==> src/ppsu_pkg.sv <==
// Shared types and constants for the preemptive priority scheduler.
`timescale 1ns / 1ps

package ppsu_pkg;

  // Fixed widths of the item fields
  localparam int ID_W    = 8;
  localparam int BURST_W = 16;
  localparam int ORDER_W = 16;
  localparam int INPR_W  = 8;
  localparam int OUT_W   = 16;

  // Operation carried along the cell chain
  typedef enum logic [1:0] {
    OP_ARRIVE,
    OP_SCAN,
    OP_EXEC
  } ppsu_op_t;

  // Control word that travels from cell to cell
  typedef struct packed {
    logic     valid;
    ppsu_op_t op;
    logic     hit;
  } ppsu_ctrl_t;

  typedef enum logic [2:0] {
    ST_IDLE,
    ST_ARRIVE,
    ST_SCAN,
    ST_EXEC,
    ST_CALC
  } ppsu_state_t;

endpackage

==> src/ppsu_cell.sv <==
// One task slot of the scheduler chain: slot storage plus one registered hop of the chain bus.
`timescale 1ns / 1ps

module ppsu_cell
  import ppsu_pkg::*;
#(
  parameter int SLOT_BITS = 3,
  parameter int PRIO_BITS = 8,
  parameter int TIME_BITS = 16,
  parameter int CELL_IDX  = 0
) (
  input  logic                 clk,
  input  logic                 rst_n,
  input  logic                 run_valid_i,
  input  logic [SLOT_BITS-1:0] run_slot_i,
  input  ppsu_ctrl_t           ctrl_i,
  input  logic [SLOT_BITS-1:0] slot_i,
  input  logic [PRIO_BITS-1:0] prio_i,
  input  logic [ORDER_W-1:0]   order_i,
  input  logic [ID_W-1:0]      id_i,
  input  logic [BURST_W-1:0]   burst_i,
  input  logic [TIME_BITS-1:0] time_i,
  output ppsu_ctrl_t           ctrl_o,
  output logic [SLOT_BITS-1:0] slot_o,
  output logic [PRIO_BITS-1:0] prio_o,
  output logic [ORDER_W-1:0]   order_o,
  output logic [ID_W-1:0]      id_o,
  output logic [BURST_W-1:0]   burst_o,
  output logic [TIME_BITS-1:0] time_o
);

  localparam logic [SLOT_BITS-1:0] MY_SLOT = SLOT_BITS'(CELL_IDX);

  // Slot storage
  logic                 vld_r,   vld_nxt;
  logic [ID_W-1:0]      sid_r,   sid_nxt;
  logic [PRIO_BITS-1:0] sprio_r, sprio_nxt;
  logic [BURST_W-1:0]   rem_r,   rem_nxt;
  logic [BURST_W-1:0]   sburst_r, sburst_nxt;
  logic [TIME_BITS-1:0] arr_r,   arr_nxt;
  logic [ORDER_W-1:0]   sord_r,  sord_nxt;

  // Chain hop registers
  ppsu_ctrl_t           bctrl_r,  bctrl_nxt;
  logic [SLOT_BITS-1:0] bslot_r,  bslot_nxt;
  logic [PRIO_BITS-1:0] bprio_r,  bprio_nxt;
  logic [ORDER_W-1:0]   bord_r,   bord_nxt;
  logic [ID_W-1:0]      bid_r,    bid_nxt;
  logic [BURST_W-1:0]   bburst_r, bburst_nxt;
  logic [TIME_BITS-1:0] btime_r,  btime_nxt;

  logic mine;
  logic ready;
  logic wins;

  assign mine  = (slot_i == MY_SLOT);
  assign ready = vld_r && !(run_valid_i && (run_slot_i == MY_SLOT));
  assign wins  = !ctrl_i.hit || (sprio_r < prio_i) ||
                 ((sprio_r == prio_i) && (sord_r < order_i));

  always_comb begin
    vld_nxt    = vld_r;
    sid_nxt    = sid_r;
    sprio_nxt  = sprio_r;
    rem_nxt    = rem_r;
    sburst_nxt = sburst_r;
    arr_nxt    = arr_r;
    sord_nxt   = sord_r;
    bctrl_nxt  = ctrl_i;
    bslot_nxt  = slot_i;
    bprio_nxt  = prio_i;
    bord_nxt   = order_i;
    bid_nxt    = id_i;
    bburst_nxt = burst_i;
    btime_nxt  = time_i;
    if (ctrl_i.valid) begin
      case (ctrl_i.op)
        OP_ARRIVE: begin
          // take the task if no earlier cell did and this slot is free
          if (!ctrl_i.hit && !vld_r) begin
            vld_nxt       = 1'b1;
            sid_nxt       = id_i;
            sprio_nxt     = prio_i;
            rem_nxt       = burst_i;
            sburst_nxt    = burst_i;
            arr_nxt       = time_i;
            sord_nxt      = order_i;
            bctrl_nxt.hit = 1'b1;
          end
        end
        OP_SCAN: begin
          // replace the best-so-far only on a strict win
          if (ready && wins) begin
            bctrl_nxt.hit = 1'b1;
            bslot_nxt     = MY_SLOT;
            bprio_nxt     = sprio_r;
            bord_nxt      = sord_r;
          end
        end
        OP_EXEC: begin
          if (mine) begin
            bid_nxt    = sid_r;
            bburst_nxt = sburst_r;
            btime_nxt  = arr_r;
            if (rem_r <= BURST_W'(1)) begin
              rem_nxt       = '0;
              vld_nxt       = 1'b0;
              bctrl_nxt.hit = 1'b1;
            end else begin
              rem_nxt = rem_r - BURST_W'(1);
            end
          end
        end
        default: begin
        end
      endcase
    end
  end

  always_ff @(posedge clk) begin
    if (!rst_n) begin
      vld_r         <= 1'b0;
      bctrl_r.valid <= 1'b0;
      bctrl_r.op    <= OP_ARRIVE;
      bctrl_r.hit   <= 1'b0;
    end else begin
      vld_r   <= vld_nxt;
      bctrl_r <= bctrl_nxt;
    end
  end

  always_ff @(posedge clk) begin
    sid_r    <= sid_nxt;
    sprio_r  <= sprio_nxt;
    rem_r    <= rem_nxt;
    sburst_r <= sburst_nxt;
    arr_r    <= arr_nxt;
    sord_r   <= sord_nxt;
    bslot_r  <= bslot_nxt;
    bprio_r  <= bprio_nxt;
    bord_r   <= bord_nxt;
    bid_r    <= bid_nxt;
    bburst_r <= bburst_nxt;
    btime_r  <= btime_nxt;
  end

  assign ctrl_o  = bctrl_r;
  assign slot_o  = bslot_r;
  assign prio_o  = bprio_r;
  assign order_o = bord_r;
  assign id_o    = bid_r;
  assign burst_o = bburst_r;
  assign time_o  = btime_r;

endmodule

==> src/preemptive_priority_scheduler_unit.sv <==
// Top level of the preemptive priority scheduler: control sequencer and the chain of slot cells.
`timescale 1ns / 1ps

// Preemptive priority scheduler over MAX_TASKS task slots. Each slot lives in
// one cell of a chain, and every operation is a sweep that moves one cell per
// clock along that chain. An item is taken when start is high and busy is
// low; busy stays high until the item's result has been produced. The result
// appears on the out_ ports for exactly one cycle with out_valid high, and
// must be captured then: the block has no way to hold it back. An arrival
// costs one sweep. A tick costs one selection sweep plus, when a task runs,
// one execution sweep over the same chain, and a task that finishes adds the
// ST_CALC state that reports its times. The next item may be started in the
// cycle in which the previous result is shown.
module preemptive_priority_scheduler_unit
  import ppsu_pkg::*;
#(
  parameter int MAX_TASKS = 8,
  parameter int TIME_BITS = 16,
  parameter int PRIO_BITS = 8
) (
  input  logic               clk,
  input  logic               rst_n,
  input  logic               start,
  output logic               busy,
  input  logic               in_req_type,
  input  logic [ID_W-1:0]    in_task_id,
  input  logic [BURST_W-1:0] in_burst_len,
  input  logic [INPR_W-1:0]  in_prio,
  output logic               out_valid,
  output logic               out_accepted,
  output logic               out_run_valid,
  output logic [ID_W-1:0]    out_run_id,
  output logic               out_finished,
  output logic [OUT_W-1:0]   out_wait_time,
  output logic [OUT_W-1:0]   out_turnaround
);

  localparam int SLOT_BITS = $clog2(MAX_TASKS);
  // width wide enough for both time values and the burst
  localparam int WB = (TIME_BITS > OUT_W) ? TIME_BITS : OUT_W;
  localparam logic [TIME_BITS-1:0] TIME_MAX = {TIME_BITS{1'b1}};
  localparam logic [WB-1:0] OUT_MAX = WB'({OUT_W{1'b1}});

  // Chain bus: index 0 is driven here, index MAX_TASKS is the tail
  ppsu_ctrl_t           ch_ctrl  [MAX_TASKS+1];
  logic [SLOT_BITS-1:0] ch_slot  [MAX_TASKS+1];
  logic [PRIO_BITS-1:0] ch_prio  [MAX_TASKS+1];
  logic [ORDER_W-1:0]   ch_order [MAX_TASKS+1];
  logic [ID_W-1:0]      ch_id    [MAX_TASKS+1];
  logic [BURST_W-1:0]   ch_burst [MAX_TASKS+1];
  logic [TIME_BITS-1:0] ch_time  [MAX_TASKS+1];

  // Control state
  ppsu_state_t          state_r,     state_nxt;
  logic                 launch_r,    launch_nxt;
  ppsu_op_t             lop_r,       lop_nxt;
  logic                 run_valid_r, run_valid_nxt;
  logic [SLOT_BITS-1:0] run_slot_r,  run_slot_nxt;
  logic [PRIO_BITS-1:0] run_prio_r,  run_prio_nxt;
  logic [TIME_BITS-1:0] now_r,       now_nxt;
  logic [ORDER_W-1:0]   entry_cnt_r, entry_cnt_nxt;

  // Request capture and finish bookkeeping
  logic [ID_W-1:0]      req_id_r,    req_id_nxt;
  logic [BURST_W-1:0]   req_burst_r, req_burst_nxt;
  logic [PRIO_BITS-1:0] req_prio_r,  req_prio_nxt;
  logic [WB-1:0]        ta_r,        ta_nxt;
  logic [BURST_W-1:0]   fin_burst_r, fin_burst_nxt;
  logic [ID_W-1:0]      fin_id_r,    fin_id_nxt;

  // Result register
  logic               ov_r,  ov_nxt;
  logic               oacc_r, oacc_nxt;
  logic               orun_r, orun_nxt;
  logic [ID_W-1:0]    oid_r, oid_nxt;
  logic               ofin_r, ofin_nxt;
  logic [OUT_W-1:0]   owt_r, owt_nxt;
  logic [OUT_W-1:0]   ota_r, ota_nxt;

  logic                 tail_valid;
  logic                 pick;
  logic [TIME_BITS-1:0] now_adv;
  logic [TIME_BITS-1:0] ta_raw;
  logic [WB-1:0]        burst_wide;
  logic [WB-1:0]        wt_raw;

  // ---------------------------------------------------------------------------
  // Chain head: launch one sweep with the captured request or the running slot
  // ---------------------------------------------------------------------------
  assign ch_ctrl[0].valid = launch_r;
  assign ch_ctrl[0].op    = lop_r;
  assign ch_ctrl[0].hit   = 1'b0;
  assign ch_slot[0]       = run_slot_r;
  assign ch_prio[0]       = req_prio_r;
  assign ch_order[0]      = entry_cnt_r;
  assign ch_id[0]         = req_id_r;
  assign ch_burst[0]      = req_burst_r;
  assign ch_time[0]       = now_r;

  genvar gi;
  generate
    for (gi = 0; gi < MAX_TASKS; gi++) begin : g_cell
      ppsu_cell #(
        .SLOT_BITS (SLOT_BITS),
        .PRIO_BITS (PRIO_BITS),
        .TIME_BITS (TIME_BITS),
        .CELL_IDX  (gi)
      ) u_cell (
        .clk         (clk),
        .rst_n       (rst_n),
        .run_valid_i (run_valid_r),
        .run_slot_i  (run_slot_r),
        .ctrl_i      (ch_ctrl[gi]),
        .slot_i      (ch_slot[gi]),
        .prio_i      (ch_prio[gi]),
        .order_i     (ch_order[gi]),
        .id_i        (ch_id[gi]),
        .burst_i     (ch_burst[gi]),
        .time_i      (ch_time[gi]),
        .ctrl_o      (ch_ctrl[gi+1]),
        .slot_o      (ch_slot[gi+1]),
        .prio_o      (ch_prio[gi+1]),
        .order_o     (ch_order[gi+1]),
        .id_o        (ch_id[gi+1]),
        .burst_o     (ch_burst[gi+1]),
        .time_o      (ch_time[gi+1])
      );
    end
  endgenerate

  // ---------------------------------------------------------------------------
  // Datapath helpers for the sequencer
  // ---------------------------------------------------------------------------
  assign tail_valid = ch_ctrl[MAX_TASKS].valid;

  // Preempt only on a strictly lower priority number
  assign pick = ch_ctrl[MAX_TASKS].hit &&
                (!run_valid_r || (ch_prio[MAX_TASKS] < run_prio_r));

  // Saturating time advance; also the completion time of a finishing task
  assign now_adv = (now_r == TIME_MAX) ? now_r : now_r + TIME_BITS'(1);

  assign ta_raw = (now_adv >= ch_time[MAX_TASKS]) ? now_adv - ch_time[MAX_TASKS]
                                                   : '0;

  assign burst_wide = WB'(fin_burst_r);
  assign wt_raw     = (ta_r >= burst_wide) ? ta_r - burst_wide : '0;

  // ---------------------------------------------------------------------------
  // Sequencer
  // ---------------------------------------------------------------------------
  always_comb begin
    state_nxt     = state_r;
    launch_nxt    = 1'b0;
    lop_nxt       = lop_r;
    run_valid_nxt = run_valid_r;
    run_slot_nxt  = run_slot_r;
    run_prio_nxt  = run_prio_r;
    now_nxt       = now_r;
    entry_cnt_nxt = entry_cnt_r;
    req_id_nxt    = req_id_r;
    req_burst_nxt = req_burst_r;
    req_prio_nxt  = req_prio_r;
    ta_nxt        = ta_r;
    fin_burst_nxt = fin_burst_r;
    fin_id_nxt    = fin_id_r;
    ov_nxt        = 1'b0;
    oacc_nxt      = oacc_r;
    orun_nxt      = orun_r;
    oid_nxt       = oid_r;
    ofin_nxt      = ofin_r;
    owt_nxt       = owt_r;
    ota_nxt       = ota_r;

    case (state_r)
      ST_IDLE: begin
        if (start) begin
          // capture the item and launch its first sweep
          req_id_nxt    = in_task_id;
          req_burst_nxt = in_burst_len;
          req_prio_nxt  = PRIO_BITS'(in_prio);
          launch_nxt    = 1'b1;
          if (in_req_type) begin
            lop_nxt   = OP_SCAN;
            state_nxt = ST_SCAN;
          end else begin
            lop_nxt   = OP_ARRIVE;
            state_nxt = ST_ARRIVE;
          end
        end
      end

      ST_ARRIVE: begin
        if (tail_valid) begin
          // a hit at the tail means some free slot took the task
          ov_nxt   = 1'b1;
          oacc_nxt = ch_ctrl[MAX_TASKS].hit;
          orun_nxt = 1'b0;
          oid_nxt  = '0;
          ofin_nxt = 1'b0;
          owt_nxt  = '0;
          ota_nxt  = '0;
          if (ch_ctrl[MAX_TASKS].hit) begin
            entry_cnt_nxt = entry_cnt_r + ORDER_W'(1);
          end
          state_nxt = ST_IDLE;
        end
      end

      ST_SCAN: begin
        if (tail_valid) begin
          if (pick) begin
            run_valid_nxt = 1'b1;
            run_slot_nxt  = ch_slot[MAX_TASKS];
            run_prio_nxt  = ch_prio[MAX_TASKS];
          end
          if (pick || run_valid_r) begin
            // run one unit of the chosen task
            launch_nxt = 1'b1;
            lop_nxt    = OP_EXEC;
            state_nxt  = ST_EXEC;
          end else begin
            // idle tick: nothing to run, time still advances
            ov_nxt    = 1'b1;
            oacc_nxt  = 1'b0;
            orun_nxt  = 1'b0;
            oid_nxt   = '0;
            ofin_nxt  = 1'b0;
            owt_nxt   = '0;
            ota_nxt   = '0;
            now_nxt   = now_adv;
            state_nxt = ST_IDLE;
          end
        end
      end

      ST_EXEC: begin
        if (tail_valid) begin
          if (ch_ctrl[MAX_TASKS].hit) begin
            // task completed: its slot is already freed in the cell
            run_valid_nxt = 1'b0;
            ta_nxt        = WB'(ta_raw);
            fin_burst_nxt = ch_burst[MAX_TASKS];
            fin_id_nxt    = ch_id[MAX_TASKS];
            state_nxt     = ST_CALC;
          end else begin
            ov_nxt    = 1'b1;
            oacc_nxt  = 1'b0;
            orun_nxt  = 1'b1;
            oid_nxt   = ch_id[MAX_TASKS];
            ofin_nxt  = 1'b0;
            owt_nxt   = '0;
            ota_nxt   = '0;
            now_nxt   = now_adv;
            state_nxt = ST_IDLE;
          end
        end
      end

      ST_CALC: begin
        // report waiting and turnaround, both saturated to the port width
        ov_nxt    = 1'b1;
        oacc_nxt  = 1'b0;
        orun_nxt  = 1'b1;
        oid_nxt   = fin_id_r;
        ofin_nxt  = 1'b1;
        owt_nxt   = (wt_raw > OUT_MAX) ? {OUT_W{1'b1}} : wt_raw[OUT_W-1:0];
        ota_nxt   = (ta_r > OUT_MAX) ? {OUT_W{1'b1}} : ta_r[OUT_W-1:0];
        now_nxt   = now_adv;
        state_nxt = ST_IDLE;
      end

      default: begin
        state_nxt = ST_IDLE;
      end
    endcase
  end

  always_ff @(posedge clk) begin
    if (!rst_n) begin
      state_r     <= ST_IDLE;
      launch_r    <= 1'b0;
      lop_r       <= OP_ARRIVE;
      run_valid_r <= 1'b0;
      run_slot_r  <= '0;
      run_prio_r  <= '0;
      now_r       <= '0;
      entry_cnt_r <= '0;
      ov_r        <= 1'b0;
    end else begin
      state_r     <= state_nxt;
      launch_r    <= launch_nxt;
      lop_r       <= lop_nxt;
      run_valid_r <= run_valid_nxt;
      run_slot_r  <= run_slot_nxt;
      run_prio_r  <= run_prio_nxt;
      now_r       <= now_nxt;
      entry_cnt_r <= entry_cnt_nxt;
      ov_r        <= ov_nxt;
    end
  end

  always_ff @(posedge clk) begin
    req_id_r    <= req_id_nxt;
    req_burst_r <= req_burst_nxt;
    req_prio_r  <= req_prio_nxt;
    ta_r        <= ta_nxt;
    fin_burst_r <= fin_burst_nxt;
    fin_id_r    <= fin_id_nxt;
    oacc_r      <= oacc_nxt;
    orun_r      <= orun_nxt;
    oid_r       <= oid_nxt;
    ofin_r      <= ofin_nxt;
    owt_r       <= owt_nxt;
    ota_r       <= ota_nxt;
  end

  assign busy           = (state_r != ST_IDLE);
  assign out_valid      = ov_r;
  assign out_accepted   = oacc_r;
  assign out_run_valid  = orun_r;
  assign out_run_id     = oid_r;
  assign out_finished   = ofin_r;
  assign out_wait_time  = owt_r;
  assign out_turnaround = ota_r;

  // ---------------------------------------------------------------------------
  // Assertions
  // ---------------------------------------------------------------------------
  a_tail_only_busy: assert property (@(posedge clk) disable iff (!rst_n)
    tail_valid |-> (state_r != ST_IDLE))
    else $error("sweep reached the chain tail while the sequencer was idle");

  a_exec_tail_op: assert property (@(posedge clk) disable iff (!rst_n)
    (tail_valid && (state_r == ST_EXEC)) |-> (ch_ctrl[MAX_TASKS].op == OP_EXEC))
    else $error("execution state saw a sweep of another kind at the tail");

  a_single_launch: assert property (@(posedge clk) disable iff (!rst_n)
    launch_r |=> !launch_r)
    else $error("two sweeps launched in consecutive cycles");

  a_finish_has_run: assert property (@(posedge clk) disable iff (!rst_n)
    (out_valid && out_finished) |-> (out_run_valid && !out_accepted))
    else $error("finished result without a running task");

  a_entry_count: assert property (@(posedge clk) disable iff (!rst_n)
    (tail_valid && (state_r == ST_ARRIVE) && ch_ctrl[MAX_TASKS].hit)
      |=> (entry_cnt_r == ORDER_W'($past(entry_cnt_r) + ORDER_W'(1))))
    else $error("accepted arrival did not advance the entry counter");

endmodule
==> config.mk <==
export PLATFORM = sky130hd
export DESIGN_NAME = preemptive_priority_scheduler_unit
export DESIGN_NICKNAME = d
export VERILOG_FILES = /design/src/ppsu_pkg.sv /design/src/ppsu_cell.sv /design/src/preemptive_priority_scheduler_unit.sv
export SDC_FILE = /design/constraint.sdc
export NUM_CORES = 2
export LEC_CHECK = 0
export BUFFER_PORTS_ARGS = -buffer_cell sky130_fd_sc_hd__buf_2
export CORE_ASPECT_RATIO = 1.5
export CORE_MARGIN = 2
export CORE_UTILIZATION = 55
export DETAILED_ROUTE_END_ITERATION = 16
export GPL_ROUTABILITY_DRIVEN = 0
export PLACE_DENSITY = 0.75
export SYNTH_ARGS = -nofsm -noshare
export SYNTH_HDL_FRONTEND = slang
export SYNTH_SLANG_ARGS = --single-unit
==> constraint.sdc <==
create_clock -name clk -period 8.1 [get_ports clk]
set_input_delay 0.405 -clock clk [delete_from_list [all_inputs] [get_ports clk]]
set_output_delay 0.405 -clock clk [all_outputs]
set_load 0.1 [all_outputs]
==> results.tsv <==
stage	metric	value	unit
clocking	clk slew on worst S/H paths	70	ps
timing	worst slew pin tran	1140	ps
clocking	clk sinks	1364	
finish	fin util	61.8	%
synthesis	yosys warns	0	
die	I/O Pins	81	
power_and_ir_drop	Pwr Density	232	mW/mm^2
grt	largest net degree at the start of global routing	103	
critical_path	Startpoint Class	flip-flop	
die	starting density of the core	55.2	%
hold_path	Hold Path Stages	4	
power_and_ir_drop	Comb power frac	2.9	%
synthesis	Seq/Total Area, Yosys	65.3	%
die	core area	0.0967	sq mm
power_and_ir_drop	Switching Fraction	20.6	%
critical_path	crit path capture type	flip-flop	
grt	Overflow after GRT	0	
clocking	TritonCTS buffer count	118	
timing	worst rel slew slack	24.1	%
synthesis	ys flop type	edfxtp_1	
timing	Final Max Tran Viols	0	
place	HPWL Detailed	66000	microns
clocking	maximum root-to-sink buffer count	3	
power_and_ir_drop	VDD IR max	211	uV
grt	vias in the first global route	31017	
grt	Total GRT Usage	19.6	%
synthesis	synthesized net count	4304	
clocking	Root Driver	clkbuf_16	
detailed_routing	Residual DRC	0	
timing	Final WS setup	3170	ps
critical_path	flop2flop setup slack	3170	ps
grt	first-pass GRT wire length	158000	microns
finish	nets	4457	
power_and_ir_drop	sequential share of power	55.1	%
status	status	completed	
synthesis	synthesized cell area	0.0534	sq mm
detailed_routing	post-DR wirelength/cell	17.4	microns
detailed_routing	Pre-antenna DRT Iters	5	
die	Die Y-Extent	386	microns
timing	Setup TNS Final	0	ps
critical_path	Critical Path Source	now_r[3]	
place	I/O Buffers	80	
hold_path	hold endpoint	state_r[0]	
detailed_routing	Iter 0 DRT Violations	1674	
power_and_ir_drop	Cell Int Power	11.0	mW
synthesis	Post-Syn Instances	4048	
detailed_routing	antenna-violating nets left	0	
critical_path	worst endpoint required time	8540	ps
power_and_ir_drop	Sw Pwr	2.85	mW
clocking	H-tree levels	3	
timing	unrepaired setup endpoints after global routing	false	
synthesis	Synth Register Bits	1364	
critical_path	critical path class	flip-flop to flip-flop	
place	Post-Place Setup Slack	3250	ps
timing	Setup-failing EPs final	0	
detailed_routing	via count	30087	
clocking	Clk Latency, worst-skew pair	730	ps
die	DIE WIDTH	258	microns
synthesis	mean post-synth cell area	13.2	sq um
synthesis	ys async rst share	0	%
detailed_routing	vias per inst	5.39	
timing	Fin. Hold Viols	0	
power_and_ir_drop	Clock Power Share	42.0	%
finish	Fillers	7227	
timing	f_max	0.203	GHz
finish	share of layout cells above drive strength 1	18.5	%
power_and_ir_drop	Leakage	22.5	nW
timing	Tmin final	4930	ps
grt	initial antenna violation count	1	
timing	Clock Skew	28.0	ps
die	full die area	0.0996	sq mm
hold_path	hold wc startpoint	start	
critical_path	worst r2r src	now_r[3]	
hold_path	Hold Crit Class	input pin to flip-flop	
synthesis	Yosys cell types	70	
critical_path	CP arrival	5370	ps
clocking	CTS tree	yes	
critical_path	Worst R2R End	ta_r[3]	
synthesis	top cell type's share of synthesized area	42.5	%
critical_path	reg2reg path depth	14	
synthesis	synth top area cells	edfxtp_1, dfxtp_1, mux2_2, ha_1, nand2_1	
synthesis	Synth area leader	edfxtp_1	
detailed_routing	final wirelength	97300	microns
die	FP Rows	140	
run	maxcap violations	0	
finish	area growth from synthesis to layout	12.0	%
timing	Tcrit/Tclk final	60.9	%
critical_path	CP Max Fanout	15	
synthesis	EDFF count, synth	755	
[power groups by stage]
stage	clock network, mW	logic [mW]	registers, mW
after floorplan	0	0.298	7.72
after global placement	0	0.376	7.77
after detailed placement	0	0.388	7.78
after CTS	5.94	0.406	7.63
after global routing	6.19	0.455	7.64
final	5.82	0.403	7.62
[cell usage in the layout, fill, tap and decap left out, types with 28 or more instances in the layout]
cell type	synthesis	routed
dfxtp_1	609	609
mux2_2	401	401
and2_1	57	57
o21ai_0	71	70
a21o_1	33	33
nand2b_1	47	47
nand2_1	478	477
nand3_1	58	57
edfxtp_1	755	755
nor3_1	55	53
nor4_1	33	28
clkbuf_16	0	123
inv_1	246	246
buf_2	17	80
buf_4	1	49
xor2_1	55	55
nor2b_1	28	28
dlygate4sd3_1	0	32
nor2_1	153	149
xnor2_1	93	93
o31ai_1	106	106
ha_1	218	218
a21oi_1	92	92
and3_1	35	33
[cells in the mapped netlist, drive strengths merged, types with 14 or more instances]
cell type and count:
a211oi 21, a21boi 14, a21o 33, a21oi 92, a22o 26, a31oi 16, and2 57, and3 35
buf 29, clkbuf 99, dfxtp 609, edfxtp 755, ha 218, inv 246, mux2 418, nand2 478
nand2b 47, nand3 59, nand4 24, nor2 153, nor2b 28, nor3 56, nor4 35, o211ai 14
o21ai 75, o31ai 106, or2 15, or3 20, xnor2 93, xor2 55
[logic make-up (layout without fill, tap and decap cells)]
group / Yosys count / count (layout) / share of synthesized area [%]
simple gates: 1044 / 1044 / 9.19
fa+ha+maj: 220 / 220 / 5.18
other cells: 0 / 1 / 0
compound gates: 477 / 477 / 6.17
mux: 421 / 421 / 8.99
flops: 1364 / 1364 / 65.3
buf+inv: 374 / 633 / 2.74
xor+xnor: 148 / 148 / 2.43
[worst max-delay path, stage by stage (launching register included)]
cell	delay, ps
dfxtp_1	520
nand3_1	310
nor3_2	450
nand3_2	290
xnor2_1	220
ha_1	180
inv_1	50
fa_1	420
a211oi_1	270
o21ai_0	190
a41oi_1	480
a21boi_0	200
o21ai_0	180
nor2b_1	770
nor2_1	110
[registers in the layout (all words and copies together) (netlist names), 16 cells and up]
register,cells
burst_wide,16
entry_cnt_r,16
g_cell.u_cell.arr_r,128
g_cell.u_cell.burst_o,128
g_cell.u_cell.ctrl_o,30
g_cell.u_cell.id_o,64
g_cell.u_cell.order_o,112
g_cell.u_cell.prio_o,64
g_cell.u_cell.rem_r,128
g_cell.u_cell.sburst_r,128
g_cell.u_cell.sid_r,64
g_cell.u_cell.slot_o,24
g_cell.u_cell.sord_r,128
g_cell.u_cell.sprio_r,64
g_cell.u_cell.time_o,128
now_r,16
out_turnaround,16
out_wait_time,16
req_burst_r,16
ta_r,16
[metal layers]
layer	global-route usage [%]	vias to the layer above	part of all wire, %
met1	22.5	14602	41
met5	0	-	0
met3	2.68	180	2.8
li1	-	14812	-
met4	7.58	0	3.2
met2	36.6	493	53
[worst max-delay path by stage]
stage,end
after floorplan,g_cell[5].u_cell.arr_r[0]
after global placement,ta_r[5]
after detailed placement,ta_r[1]
after CTS,ta_r[3]
after global routing,ta_r[5]
final,ta_r[3]
[layout make-up]
cell class / count / area [sq um] / share of cell area, %
diodes: 1 / 2.50 / 0.00418
clock buffers: 157 / 3360 / 5.61
clock inverters: 69 / 754 / 1.26
inverters: 246 / 923 / 1.54
multi-input cells: 2310 / 17200 / 28.8
flip-flops and latches: 1364 / 34900 / 58.3
well taps: 1278 / 1600 / 2.67
repair buffers: 161 / 1090 / 1.82
[stage by stage]
step / std cells / instance area [sq um] / hold WS (ps) / power [mW]
final: 5586 / 59800 / 101 / 13.8
after global routing: 5585 / 59800 / 87.4 / 14.3
after CTS: 5585 / 59800 / 48.3 / 14.0
after detailed placement: 5327 / 55400 / 390 / 8.16
after global placement: 5327 / 55400 / 385 / 8.14
after floorplan: 4048 / 53400 / 386 / 8.02
[timing repair]
| item | 4_1_cts | 5_1_grt |
|---|---|---|
| resized for setup | 0 | 0 |
| hold buffers | 32 | 0 |
| hold endpoints to repair | 32 | 0 |
| buffers inserted | 0 | 0 |
Note: power is estimated with default switching activity, not from simulation.
